`src/rtl/grc_pkg.sv`:
```
// ----------------------------------------------------------------------------
// grc_pkg: shared definitions for the greedy rectangle cover
// grid size, field widths and the request structs between the submodules
// ----------------------------------------------------------------------------
package grc_pkg;

    localparam int GRID_COLUMNS = 8;
    localparam int GRID_ROWS    = 8;
    localparam int MAX_RESULTS  = 32;

    localparam int COL_W     = $clog2(GRID_COLUMNS);
    localparam int ROW_W     = $clog2(GRID_ROWS);
    localparam int ROW_CNT_W = $clog2(GRID_ROWS + 1);
    localparam int CNT_W     = $clog2(MAX_RESULTS + 1);

    // fixed widths of the stream fields
    localparam int CELL_W    = 3;
    localparam int S_TDATA_W = 8;
    localparam int M_TDATA_W = 16;

    typedef logic [GRID_COLUMNS-1:0] row_t;

    // write request into the occupancy bitmap: set or clear mask bits in one row
    typedef struct packed {
        logic             en;
        logic             set;
        logic [ROW_W-1:0] addr;
        row_t             mask;
    } wr_req_t;

    // result of the shared row scan unit
    typedef struct packed {
        logic             nonzero;
        logic [COL_W-1:0] first_x;
        logic [COL_W-1:0] last_x;
        row_t             run_mask;
        logic             span_full;
    } scan_res_t;

endpackage

```
`src/rtl/grc_bitmap.sv`:
```
// ----------------------------------------------------------------------------
// grc_bitmap: occupancy bitmap of the cell window
// one row read and one row write (set or clear under mask) per cycle
// ----------------------------------------------------------------------------
module grc_bitmap (
    input  logic                        aclk,
    input  logic                        aresetn,
    input  grc_pkg::wr_req_t            wr,
    input  logic [grc_pkg::ROW_W-1:0]   rd_addr,
    output grc_pkg::row_t               rd_data,
    output logic                        occ_any
);

    grc_pkg::row_t rows_reg [grc_pkg::GRID_ROWS];

    always_ff @(posedge aclk) begin
        if (!aresetn) begin
            for (int i = 0; i < grc_pkg::GRID_ROWS; i++) begin
                rows_reg[i] <= '0;
            end
        end else if (wr.en) begin
            if (wr.set) begin
                rows_reg[wr.addr] <= rows_reg[wr.addr] | wr.mask;
            end else begin
                rows_reg[wr.addr] <= rows_reg[wr.addr] & ~wr.mask;
            end
        end
    end

    assign rd_data = rows_reg[rd_addr];

    // any cell still set anywhere
    always_comb begin
        occ_any = 1'b0;
        for (int i = 0; i < grc_pkg::GRID_ROWS; i++) begin
            occ_any = occ_any | (|rows_reg[i]);
        end
    end

endmodule

```
`src/rtl/grc_row_unit.sv`:
```
// ----------------------------------------------------------------------------
// grc_row_unit: shared row scan unit
// finds the first set cell of a row, the run of set cells from it, and
// checks whether a row fully covers a given span
// ----------------------------------------------------------------------------
module grc_row_unit (
    input  grc_pkg::row_t     row_data,
    input  grc_pkg::row_t     span_mask,
    output grc_pkg::scan_res_t res
);

    logic [grc_pkg::GRID_COLUMNS:0] ext;
    logic [grc_pkg::GRID_COLUMNS:0] low;
    logic [grc_pkg::GRID_COLUMNS:0] sum;
    grc_pkg::row_t                  run;

    always_comb begin
        ext = {1'b0, row_data};
        // isolate lowest set bit
        low = ext & (~ext + (grc_pkg::GRID_COLUMNS + 1)'(1));
        // adding it carries through the run of ones, leaving the run cleared
        sum = ext + low;
        run = row_data & ~sum[grc_pkg::GRID_COLUMNS-1:0];

        res.nonzero   = |row_data;
        res.run_mask  = run;
        res.span_full = ((row_data & span_mask) == span_mask);
        res.first_x   = '0;
        res.last_x    = '0;
        for (int i = 0; i < grc_pkg::GRID_COLUMNS; i++) begin
            if (low[i]) begin
                res.first_x = grc_pkg::COL_W'(i);
            end
            if (run[i]) begin
                res.last_x = grc_pkg::COL_W'(i);
            end
        end
    end

endmodule

```
`src/rtl/greedy_rectangle_cover.sv`:
```
// ----------------------------------------------------------------------------
// greedy_rectangle_cover: greedy rectangle cover of an 8 x 8 cell window
// loads occupied cells, then covers them with rectangles in raster order
// ----------------------------------------------------------------------------
// Cells are loaded one request per cycle on the s_ channel; a request with
// tlast high ends loading and starts the merge, during which s_tready is low.
// Each rectangle starts at the lowest remaining row and lowest column in it,
// grows right across the run of set cells, then upward while each next row
// covers the whole span; its cells are cleared as it grows. The start search
// visits one row at a time, growth adds one row at a time until a row fails
// or the top is passed, and each rectangle is then queued, which waits while
// the output register is full and stalled; the single row scan unit and the
// one bitmap row port set this pace. A rectangle is held back one step so
// that the final one can carry tlast. An empty window gives one result with
// tuser (set_empty) and tlast high and zero corners. The bitmap is clear when
// the last result is queued, and loading of the next window may start while
// that result still waits.
// ----------------------------------------------------------------------------
module greedy_rectangle_cover (
    input  logic                            aclk,
    input  logic                            aresetn,
    // cell requests
    input  logic                            s_tvalid,
    output logic                            s_tready,
    input  logic [grc_pkg::S_TDATA_W-1:0]   s_tdata,  // cell_x[2:0], cell_y[5:3]
    input  logic                            s_tuser,  // cell_present
    input  logic                            s_tlast,  // last_cell
    // rectangle results
    output logic                            m_tvalid,
    input  logic                            m_tready,
    output logic [grc_pkg::M_TDATA_W-1:0]   m_tdata,  // min_x[2:0], min_y[5:3],
                                                      // max_x[8:6], max_y[11:9]
    output logic                            m_tuser,  // set_empty
    output logic                            m_tlast   // last_rect
);

    typedef enum logic [4:0] {
        ST_LOAD  = 5'b00001,
        ST_FIND  = 5'b00010,
        ST_GROW  = 5'b00100,
        ST_PUSH  = 5'b01000,
        ST_FLUSH = 5'b10000
    } state_t;

    state_t state_reg, state_next;

    // scan position and current rectangle
    logic [grc_pkg::ROW_W-1:0]     ptr_y_reg, ptr_y_next;
    logic [grc_pkg::ROW_CNT_W-1:0] cy_reg, cy_next;
    logic [grc_pkg::COL_W-1:0]     sx_reg, sx_next;
    logic [grc_pkg::COL_W-1:0]     ex_reg, ex_next;
    logic [grc_pkg::ROW_W-1:0]     sy_reg, sy_next;
    logic [grc_pkg::ROW_W-1:0]     ey_reg, ey_next;
    grc_pkg::row_t                 mask_reg, mask_next;

    // held rectangle, released once the next one is known (or at the end)
    logic                          pend_valid_reg, pend_valid_next;
    logic [4*grc_pkg::CELL_W-1:0]  pend_reg, pend_next;
    logic [grc_pkg::CNT_W-1:0]     count_reg, count_next;

    // output register
    logic                          m_tvalid_reg, m_tvalid_next;
    logic [grc_pkg::M_TDATA_W-1:0] m_tdata_reg, m_tdata_next;
    logic                          m_tuser_reg, m_tuser_next;
    logic                          m_tlast_reg, m_tlast_next;

    grc_pkg::wr_req_t              wr;
    logic [grc_pkg::ROW_W-1:0]     rd_addr;
    grc_pkg::row_t                 rd_data;
    logic                          occ_any;
    grc_pkg::scan_res_t            scan;

    logic [grc_pkg::CELL_W-1:0]    in_x;
    logic [grc_pkg::CELL_W-1:0]    in_y;
    logic                          in_grid;
    logic                          out_free;

    grc_bitmap u_bitmap (
        .aclk    (aclk),
        .aresetn (aresetn),
        .wr      (wr),
        .rd_addr (rd_addr),
        .rd_data (rd_data),
        .occ_any (occ_any)
    );

    grc_row_unit u_row_unit (
        .row_data  (rd_data),
        .span_mask (mask_reg),
        .res       (scan)
    );

    assign in_x     = s_tdata[grc_pkg::CELL_W-1:0];
    assign in_y     = s_tdata[2*grc_pkg::CELL_W-1:grc_pkg::CELL_W];
    // cells outside the window are dropped
    assign in_grid  = (int'(in_x) < grc_pkg::GRID_COLUMNS) &&
                      (int'(in_y) < grc_pkg::GRID_ROWS);
    assign out_free = !m_tvalid_reg || m_tready;

    // start search reads the scan row, growth reads the candidate row
    assign rd_addr  = (state_reg == ST_FIND) ? ptr_y_reg : cy_reg[grc_pkg::ROW_W-1:0];

    always_comb begin
        state_next      = state_reg;
        ptr_y_next      = ptr_y_reg;
        cy_next         = cy_reg;
        sx_next         = sx_reg;
        ex_next         = ex_reg;
        sy_next         = sy_reg;
        ey_next         = ey_reg;
        mask_next       = mask_reg;
        pend_valid_next = pend_valid_reg;
        pend_next       = pend_reg;
        count_next      = count_reg;
        m_tvalid_next   = m_tvalid_reg;
        m_tdata_next    = m_tdata_reg;
        m_tuser_next    = m_tuser_reg;
        m_tlast_next    = m_tlast_reg;
        wr              = '0;
        s_tready        = 1'b0;

        // result taken downstream
        if (m_tvalid_reg && m_tready) begin
            m_tvalid_next = 1'b0;
        end

        unique case (state_reg)
            ST_LOAD: begin
                s_tready = 1'b1;
                if (s_tvalid) begin
                    if (s_tuser && in_grid) begin
                        wr.en   = 1'b1;
                        wr.set  = 1'b1;
                        wr.addr = grc_pkg::ROW_W'(in_y);
                        wr.mask = grc_pkg::row_t'(1) << grc_pkg::COL_W'(in_x);
                    end
                    if (s_tlast) begin
                        ptr_y_next = '0;
                        state_next = ST_FIND;
                    end
                end
            end

            ST_FIND: begin
                if (!occ_any) begin
                    state_next = ST_FLUSH;
                end else if (!scan.nonzero) begin
                    // a later row still holds cells
                    ptr_y_next = ptr_y_reg + grc_pkg::ROW_W'(1);
                end else begin
                    sx_next   = scan.first_x;
                    ex_next   = scan.last_x;
                    sy_next   = ptr_y_reg;
                    mask_next = scan.run_mask;
                    cy_next   = grc_pkg::ROW_CNT_W'(ptr_y_reg) + grc_pkg::ROW_CNT_W'(1);
                    wr.en     = 1'b1;
                    wr.set    = 1'b0;
                    wr.addr   = ptr_y_reg;
                    wr.mask   = scan.run_mask;
                    state_next = ST_GROW;
                end
            end

            ST_GROW: begin
                if (cy_reg != grc_pkg::ROW_CNT_W'(grc_pkg::GRID_ROWS) && scan.span_full) begin
                    wr.en   = 1'b1;
                    wr.set  = 1'b0;
                    wr.addr = cy_reg[grc_pkg::ROW_W-1:0];
                    wr.mask = mask_reg;
                    cy_next = cy_reg + grc_pkg::ROW_CNT_W'(1);
                end else begin
                    ey_next    = grc_pkg::ROW_W'(cy_reg - grc_pkg::ROW_CNT_W'(1));
                    state_next = ST_PUSH;
                end
            end

            ST_PUSH: begin
                if (count_reg < grc_pkg::CNT_W'(grc_pkg::MAX_RESULTS)) begin
                    if (!pend_valid_reg || out_free) begin
                        if (pend_valid_reg) begin
                            m_tvalid_next = 1'b1;
                            m_tdata_next  = grc_pkg::M_TDATA_W'(pend_reg);
                            m_tuser_next  = 1'b0;
                            m_tlast_next  = 1'b0;
                        end
                        pend_next       = {grc_pkg::CELL_W'(ey_reg), grc_pkg::CELL_W'(ex_reg),
                                           grc_pkg::CELL_W'(sy_reg), grc_pkg::CELL_W'(sx_reg)};
                        pend_valid_next = 1'b1;
                        count_next      = count_reg + grc_pkg::CNT_W'(1);
                        state_next      = ST_FIND;
                    end
                end else begin
                    // past the result limit: already cleared, not reported
                    state_next = ST_FIND;
                end
            end

            ST_FLUSH: begin
                if (out_free) begin
                    m_tvalid_next = 1'b1;
                    m_tlast_next  = 1'b1;
                    if (pend_valid_reg) begin
                        m_tdata_next = grc_pkg::M_TDATA_W'(pend_reg);
                        m_tuser_next = 1'b0;
                    end else begin
                        m_tdata_next = '0;
                        m_tuser_next = 1'b1;
                    end
                    pend_valid_next = 1'b0;
                    count_next      = '0;
                    state_next      = ST_LOAD;
                end
            end

            default: begin
                state_next = ST_LOAD;
            end
        endcase
    end

    always_ff @(posedge aclk) begin
        if (!aresetn) begin
            state_reg      <= ST_LOAD;
            pend_valid_reg <= 1'b0;
            count_reg      <= '0;
            m_tvalid_reg   <= 1'b0;
            ptr_y_reg      <= '0;
            cy_reg         <= '0;
        end else begin
            state_reg      <= state_next;
            pend_valid_reg <= pend_valid_next;
            count_reg      <= count_next;
            m_tvalid_reg   <= m_tvalid_next;
            ptr_y_reg      <= ptr_y_next;
            cy_reg         <= cy_next;
        end
    end

    // payload registers
    always_ff @(posedge aclk) begin
        sx_reg      <= sx_next;
        ex_reg      <= ex_next;
        sy_reg      <= sy_next;
        ey_reg      <= ey_next;
        mask_reg    <= mask_next;
        pend_reg    <= pend_next;
        m_tdata_reg <= m_tdata_next;
        m_tuser_reg <= m_tuser_next;
        m_tlast_reg <= m_tlast_next;
    end

    assign m_tvalid = m_tvalid_reg;
    assign m_tdata  = m_tdata_reg;
    assign m_tuser  = m_tuser_reg;
    assign m_tlast  = m_tlast_reg;

`ifndef SYNTHESIS
    // the bitmap is fully cleared before the final result is queued
    a_clear_at_flush: assert property (@(posedge aclk) disable iff (!aresetn)
        (state_reg == ST_FLUSH) |-> !occ_any)
        else $error("bitmap not clear at end of merge");

    // an empty-set result is the only result of its merge and has zero corners
    a_empty_result: assert property (@(posedge aclk) disable iff (!aresetn)
        (m_tvalid && m_tuser) |-> (m_tlast && m_tdata == '0))
        else $error("empty-set result malformed");

    // no rectangle is held over into the next load
    a_no_pending_in_load: assert property (@(posedge aclk) disable iff (!aresetn)
        (state_reg == ST_LOAD) |-> !pend_valid_reg)
        else $error("rectangle left pending after merge");

    // a grown rectangle has ordered corners
    a_ordered_corners: assert property (@(posedge aclk) disable iff (!aresetn)
        (state_reg == ST_PUSH) |-> (ex_reg >= sx_reg && ey_reg >= sy_reg))
        else $error("rectangle corners out of order");
`endif

endmodule

```
`config.mk`:
```
export PLATFORM = sky130hd
export DESIGN_NAME = greedy_rectangle_cover
export DESIGN_NICKNAME = d
export VERILOG_FILES = /design/src/rtl/grc_pkg.sv /design/src/rtl/grc_bitmap.sv /design/src/rtl/grc_row_unit.sv /design/src/rtl/greedy_rectangle_cover.sv
export SDC_FILE = /design/constraint.sdc
export NUM_CORES = 1
export LEC_CHECK = 0
export BUFFER_PORTS_ARGS = -buffer_cell sky130_fd_sc_hd__clkbuf_2
export CAP_MARGIN = 20
export CORE_MARGIN = 2
export CORE_UTILIZATION = 55
export DETAILED_ROUTE_END_ITERATION = 6
export GPL_TIMING_DRIVEN = 0
export MAX_ROUTING_LAYER = met4
export PLACE_DENSITY = 0.73
export SYNTH_ARGS = -nofsm -noshare
export SYNTH_HDL_FRONTEND = slang
export SYNTH_SLANG_ARGS = --single-unit
```
`constraint.sdc`:
```
create_clock -name aclk -period 7.7 [get_ports aclk]
set_input_delay 0.77 -clock aclk [delete_from_list [all_inputs] [get_ports aclk]]
set_output_delay 0.77 -clock aclk [all_outputs]
set_load 0.01 [all_outputs]
```
# Word-level counts from Yosys, hierarchy flattened
# Memory sizes are Yosys's and may differ from the RTL's.
# Index checks and enable logic that the tools add are counted.
# Widths: inputs -> output; s select.
[word_totals] reg_bits=70 mem_count=1 ramBits=64 out_inout_bits=20 word_cells=176
[classes] mux=79 n_eq_ne=20 n_addsub=7 n_shift=1 n_bitwise=17 reduce_logical=31 magnitude_cmp=1
[memory_table] name="u_bitmap.rows_reg" words=8 word_bits=8 read_ports=10 rd_clocked_by_memory_dff=0 wr=8 line="grc_bitmap.sv:14" rtl="grc_pkg::row_t rows_reg [grc_pkg::GRID_ROWS];"
[ops] op="$reduce_or 8->1" n=10
[ops] op="$mux 13" n=5
[ops] op="$mux 16" n=4
[ops] op="$mux 5" n=8
[ops] op="$pmux 13 s3" n=1
[ops] op="$and 8x8->8" n=4
[ops] op="$pmux 16 s2" n=1
[ops] op="$mux 1" n=29
[ops] op="$pmux 5 s5" n=1
[ops] op="$not 8->8" n=3
[ops] op="$ne 2x2->1 const B" n=11
[ops] op="$mux 3" n=6
[ops] op="$mux 6" n=3
[ops] op="$mux 2" n=8
[ops] op="$mux 8" n=2
[ops] op="$mux 12" n=1
[ops] op="$mux 4" n=3
[ops] op="$pmux 6 s2" n=1
[ops] op="$reduce_and 5->1" n=2
[ops] op="$add 8x1->8 const B" n=1
[ops] op="$add 8x8->8" n=1
[ops] op="$eq 8x8->1" n=1
[ops] op="$or 1x1->1" n=8
[ops] op="$or 8x8->8" n=1
[ops] op="other kinds (28)" n=41

# Depth between registers and ports, before layout
# An unclocked memory read counts as a cell.
[depth] ltp_word=19 depth_mapped=17

# Cells and area by module
# From an unflattened synthesis, not the netlist that was laid out.
[hier_totals] cells_unflattened=603 area_unflattened_um2=7086.8
[modules_own_cells] mod="grc_bitmap" area_each_um2=3793.6 cells_each=292 n_inst=1 seq_area_each_um2=1921.8
[modules_own_cells] mod="greedy_rectangle_cover" area_each_um2=2914.0 cells_each=246 n_inst=1 seq_area_each_um2=1781.7
[modules_own_cells] mod="grc_row_unit" area_each_um2=379.1 cells_each=65 n_inst=1 seq_area_each_um2=0.0

# Least setup slack after synthesis
# Ideal clock, no wire load.
[synth_path] path_kind="reg2reg" start="reg state_reg[4]" end="mem u_bitmap.rows_reg[5][2] in the netlist's numbering (data pin)" slack_ps=3897 path_stages_with_launch=14 path_buffers=2 arrival_time_ps=3549 path_cell_list="dfxtp_1 or3_1 buf_4 nor2_2 a221oi_2 a221o_2 inv_2 nor4b_4 a31oi_2 clkbuf_1 a221o_1 a21oi_1 a32o_1 and2_1"
[synth_rtl] element="start: declaration" line="greedy_rectangle_cover.sv:45" rtl="state_t state_reg, state_next;"
[synth_rtl] element="start signal: assignment" line="greedy_rectangle_cover.sv:230" rtl="state_reg <= state_next;"
[synth_rtl] element="end: declaration" line="grc_bitmap.sv:14"

==> results.py <==
metrics = {
    "logic_synthesis": {
        "synth_edf_count": 110,
        "synth_top_family_by_area": "simple AND/OR/NAND/NOR gates",
        "yosys_warnings": 0,
        "synth-seq-cells": 130,
        "ys_seq_area_frac": 0.4670,
        "synthMuxAreaShare": 0.1316,
        "synth_compound_area_frac": 0.1407,
        "synth_area_um2": 7930,
        "netlist_instances": 742,
        "avgSynthCellArea_um2": 10.69,
        "ys_types": 88,
        "synthArstFlopShare": 0,
        "synthAdderAreaFrac": 0.006311,
        "synthSimpleGateAreaFrac": 0.2146,
        "ys.flop_type": "edfxtp_1",
        "synthXorXnorAreaFrac": 0.002209,
    },
    "global_routing": {
        "grt_pass1_wl_um": 38040,
        "grt_overflow": 0,
        "grt_antenna_before_repair": 0,
        "track_usage": 0.3576,
        "grt_pass1_vias": 6449,
        "grt_max_degree": 17,
    },
    "drt": {
        "viasPerCell": 6.870,
        "drt.antenna.violating_nets": 0,
        "wl_per_cell_um": 26.21,
        "wirelength_um": 25820,
        "first_iter_violations": 917,
        "vias": 6767,
        "dr.pass1.iters": 7,
        "drc_errors": 6,
    },
    "critical_path": {
        "required_ns": 7.88,
        "startpoint": "u_bitmap.rows_reg[2][2]$_SDFFCE_PN0P_",
        "timing.rr.start": "u_bitmap.rows_reg[2][2]$_SDFFCE_PN0P_",
        "cp_max_fo": 15,
        "startpoint_type": "register",
        "reg2reg_depth": 12,
        "rrSetupSlack_ns": 2.42,
        "cp-end-kind": "register",
        "r2r_end": "u_bitmap.rows_reg[7][7]$_SDFFCE_PN0P_",
        "crit_type": "reg -> reg",
        "crit_arrival_ns": 5.46,
    },
    "outcome": {
        "status": "finished with violations",
        "violations": "DRC",
    },
    "worst_hold_path": {
        "hold_path_end": "pend_reg[11]$_DFFE_PP_",
        "hp-class": "reg -> reg",
        "holdPathStages": 0,
        "hp-start": "ey_reg[2]$_DFFE_PP_",
    },
    "floorplan": {
        "fp-row-count": 43,
        "core_area_um2": 13990,
        "die_w_um": 124.1,
        "dieHeight_um": 124.1,
        "dieArea_um2": 15390,
        "pin_count": 34,
        "initial_core_util": 0.5669,
    },
    "sta": {
        "slew_viol_final": 0,
        "hold_violations": 0,
        "setup_tns_ns": 0,
        "worst_pin_slew_ns": 1.150,
        "whs_ns": 0.4147,
        "fmax_ghz": 0.1894,
        "fin_crit_ns": 5.281,
        "relSlewSlack": 0.2259,
        "skew_ns": 0.01092,
        "rsz0062_at_grt": "false",
        "post-route-period-util": 0.6859,
        "setup-violations-final": 0,
    },
    "clock_network": {
        "cts-root-buf": "clkbuf_16",
        "htree_num_levels": 4,
        "cts_resized": 0,
        "cts_buffers": 17,
        "clockBufferDepth": 2,
        "clock-sinks": 130,
        "path_clk_slew_ns": 0.06,
        "cts_tree": "done",
        "insertion_delay_ns": 0.43,
        "cts_hold_buf": 0,
        "cts_setup_buffers": 0,
    },
    "place": {
        "io_buffer_count": 27,
        "hpwl_um": 19450,
        "globalplace.congestion": 1.039,
    },
    "power": {
        "peakVddDrop_uv": 170.5,
        "p_leak_nw": 3.206,
        "power_density_nw_per_um2": 204.9,
    },
    "finish": {
        "fin_nets": 812,
        "syn2layout_area_growth_pct": 11.45,
        "n_antenna_cell": 0,
        "largest_reg_flops": 64,
        "drive_gt1_frac": 0.1602,
    },
    "flow_run": {
        "cap_violations": 0,
    },
}
critical path: stages (launching register included):
cell      delay, ns
edfxtp_1       0.45
nor4_1         0.72
nand4_1        0.19
nor4_1         1.00
nor2_1         0.25
inv_1          0.14
a31oi_2        0.09
clkbuf_1       0.37
buf_8          0.26
a221oi_1       0.78
o221a_2        0.36
o221ai_1       0.18
and3_1         0.22
worst max-delay path by stage:
stage | cells after the start | slack (ns) | end
6_report | 12 | 2.42 | u_bitmap.rows_reg[7][7]$_SDFFCE_PN0P_
5_1_grt | 12 | 2.29 | u_bitmap.rows_reg[0][0]$_SDFFCE_PN0P_
4_1_cts | 12 | 2.65 | u_bitmap.rows_reg[0][6]$_SDFFCE_PN0P_
3_5_place_dp | 12 | 2.70 | u_bitmap.rows_reg[7][7]$_SDFFCE_PN0P_
3_3_place_gp | 11 | 2.53 | u_bitmap.rows_reg[1][7]$_SDFFCE_PN0P_
2_1_floorplan | 13 | 3.90 | u_bitmap.rows_reg[5][2]$_SDFFCE_PN0P_
area by class of cell:
| class | instances | area, um^2 |
|---|---|---|
| Fill cell | 1124 | 5150 |
| Multi-Input combinational cell | 562 | 3949 |
| Sequential cell | 130 | 3704 |
| Clock buffer | 19 | 432.9 |
| Buffer | 36 | 230.2 |
| Tap cell | 180 | 225.2 |
| Timing Repair Buffer | 30 | 165.2 |
| Clock inverter | 11 | 68.82 |
| Inverter | 17 | 63.81 |
logic make-up (layout without fill, tap and decap cells):
logic type	count (synthesis)	count (layout)
buffers and inverters	53	113
flip-flops	130	130
XOR/XNOR	2	2
other	1	4
AND/OR/NAND/NOR	317	317
AO/OA/AOI/OAI	149	149
multiplexers	86	86
adder cells (fa/ha/maj)	4	4
cell usage in the layout, fill, tap and decap left out, types with 4 or more instances in the layout:
| master | instances |
|---|---|
| and2_1 | 24 |
| clkbuf_1 | 11 |
| conb_1 | 4 |
| o21ai_0 | 18 |
| clkbuf_16 | 17 |
| nand4_1 | 5 |
| a221oi_1 | 4 |
| nor4_1 | 26 |
| buf_4 | 12 |
| dfxtp_1 | 20 |
| a22oi_1 | 24 |
| o31ai_1 | 6 |
| mux2_2 | 5 |
| nor2_1 | 69 |
| clkinvlp_4 | 5 |
| ha_1 | 4 |
| o2111ai_1 | 4 |
| nand2b_1 | 9 |
| and3_1 | 34 |
| buf_6 | 6 |
| nand3_1 | 22 |
| mux2i_1 | 66 |
| mux4_2 | 14 |
| edfxtp_1 | 110 |
| buf_2 | 10 |
| nor3_1 | 13 |
| nand2_1 | 62 |
| clkbuf_2 | 27 |
| a211oi_1 | 10 |
| a221o_1 | 5 |
| inv_1 | 15 |
| nor2b_1 | 21 |
| a21oi_1 | 26 |
power by group:
| group | switching, mW | leakage, nW | total, mW | internal [mW] |
|---|---|---|---|---|
| registers | 0.0346 | 1.24 | 0.826 | 0.791 |
| logic | 0.186 | 1.73 | 0.290 | 0.104 |
| clock network | 0.293 | 0.232 | 0.695 | 0.402 |
| total | 0.514 | 3.21 | 1.81 | 1.30 |
Yosys cell counts (4+ instances only):
library cell  instances  area [um^2]
nor2_1               69        259.0
nor3_1               13        65.06
nand2_1              62        232.7
clkbuf_1              9        33.78
buf_4                10        75.07
a221oi_1              4        35.03
and2_1               24        150.1
a221o_1               5        50.05
nor2b_1              21        131.4
mux2i_1              66        660.6
a211oi_1             11        82.58
edfxtp_1            110         3303
and3_1               34        212.7
o2111ai_1             4        35.03
nand3_1              22        110.1
nand2b_1              9        56.30
o21ai_0              18        90.09
buf_6                 6        67.56
buf_2                10        50.05
inv_1                15        56.30
o31ai_1               6        45.04
ha_1                  4        50.05
a21oi_1              26        130.1
a22oi_1              24        180.2
mux2_2                5        56.30
dfxtp_1              20        400.4
nor4_1               26        162.7
nand4_1               5        31.28
mux4_2               14        315.3
per-stage QoR:
step	std cells	total power [mW]	instance area, um^2	worst slack, ns	util
2_1_floorplan	745	1.022	7941	3.897	-
3_3_place_gp	952	1.110	8302	2.527	0.5935
3_5_place_dp	954	1.117	8329	2.695	0.5954
4_1_cts	984	1.801	8831	2.651	0.6313
5_1_grt	985	1.861	8838	2.288	0.6318
6_report	985	1.811	8838	2.419	0.6318
routing by layer:
metal | share of wire | track usage
met3 | 0.10 | 0.07555
met2 | 0.46 | 0.5663
met5 | 0 | -
met4 | 0.064 | 0.2212
met1 | 0.37 | 0.4172
(Power assumes the default switching activity.)
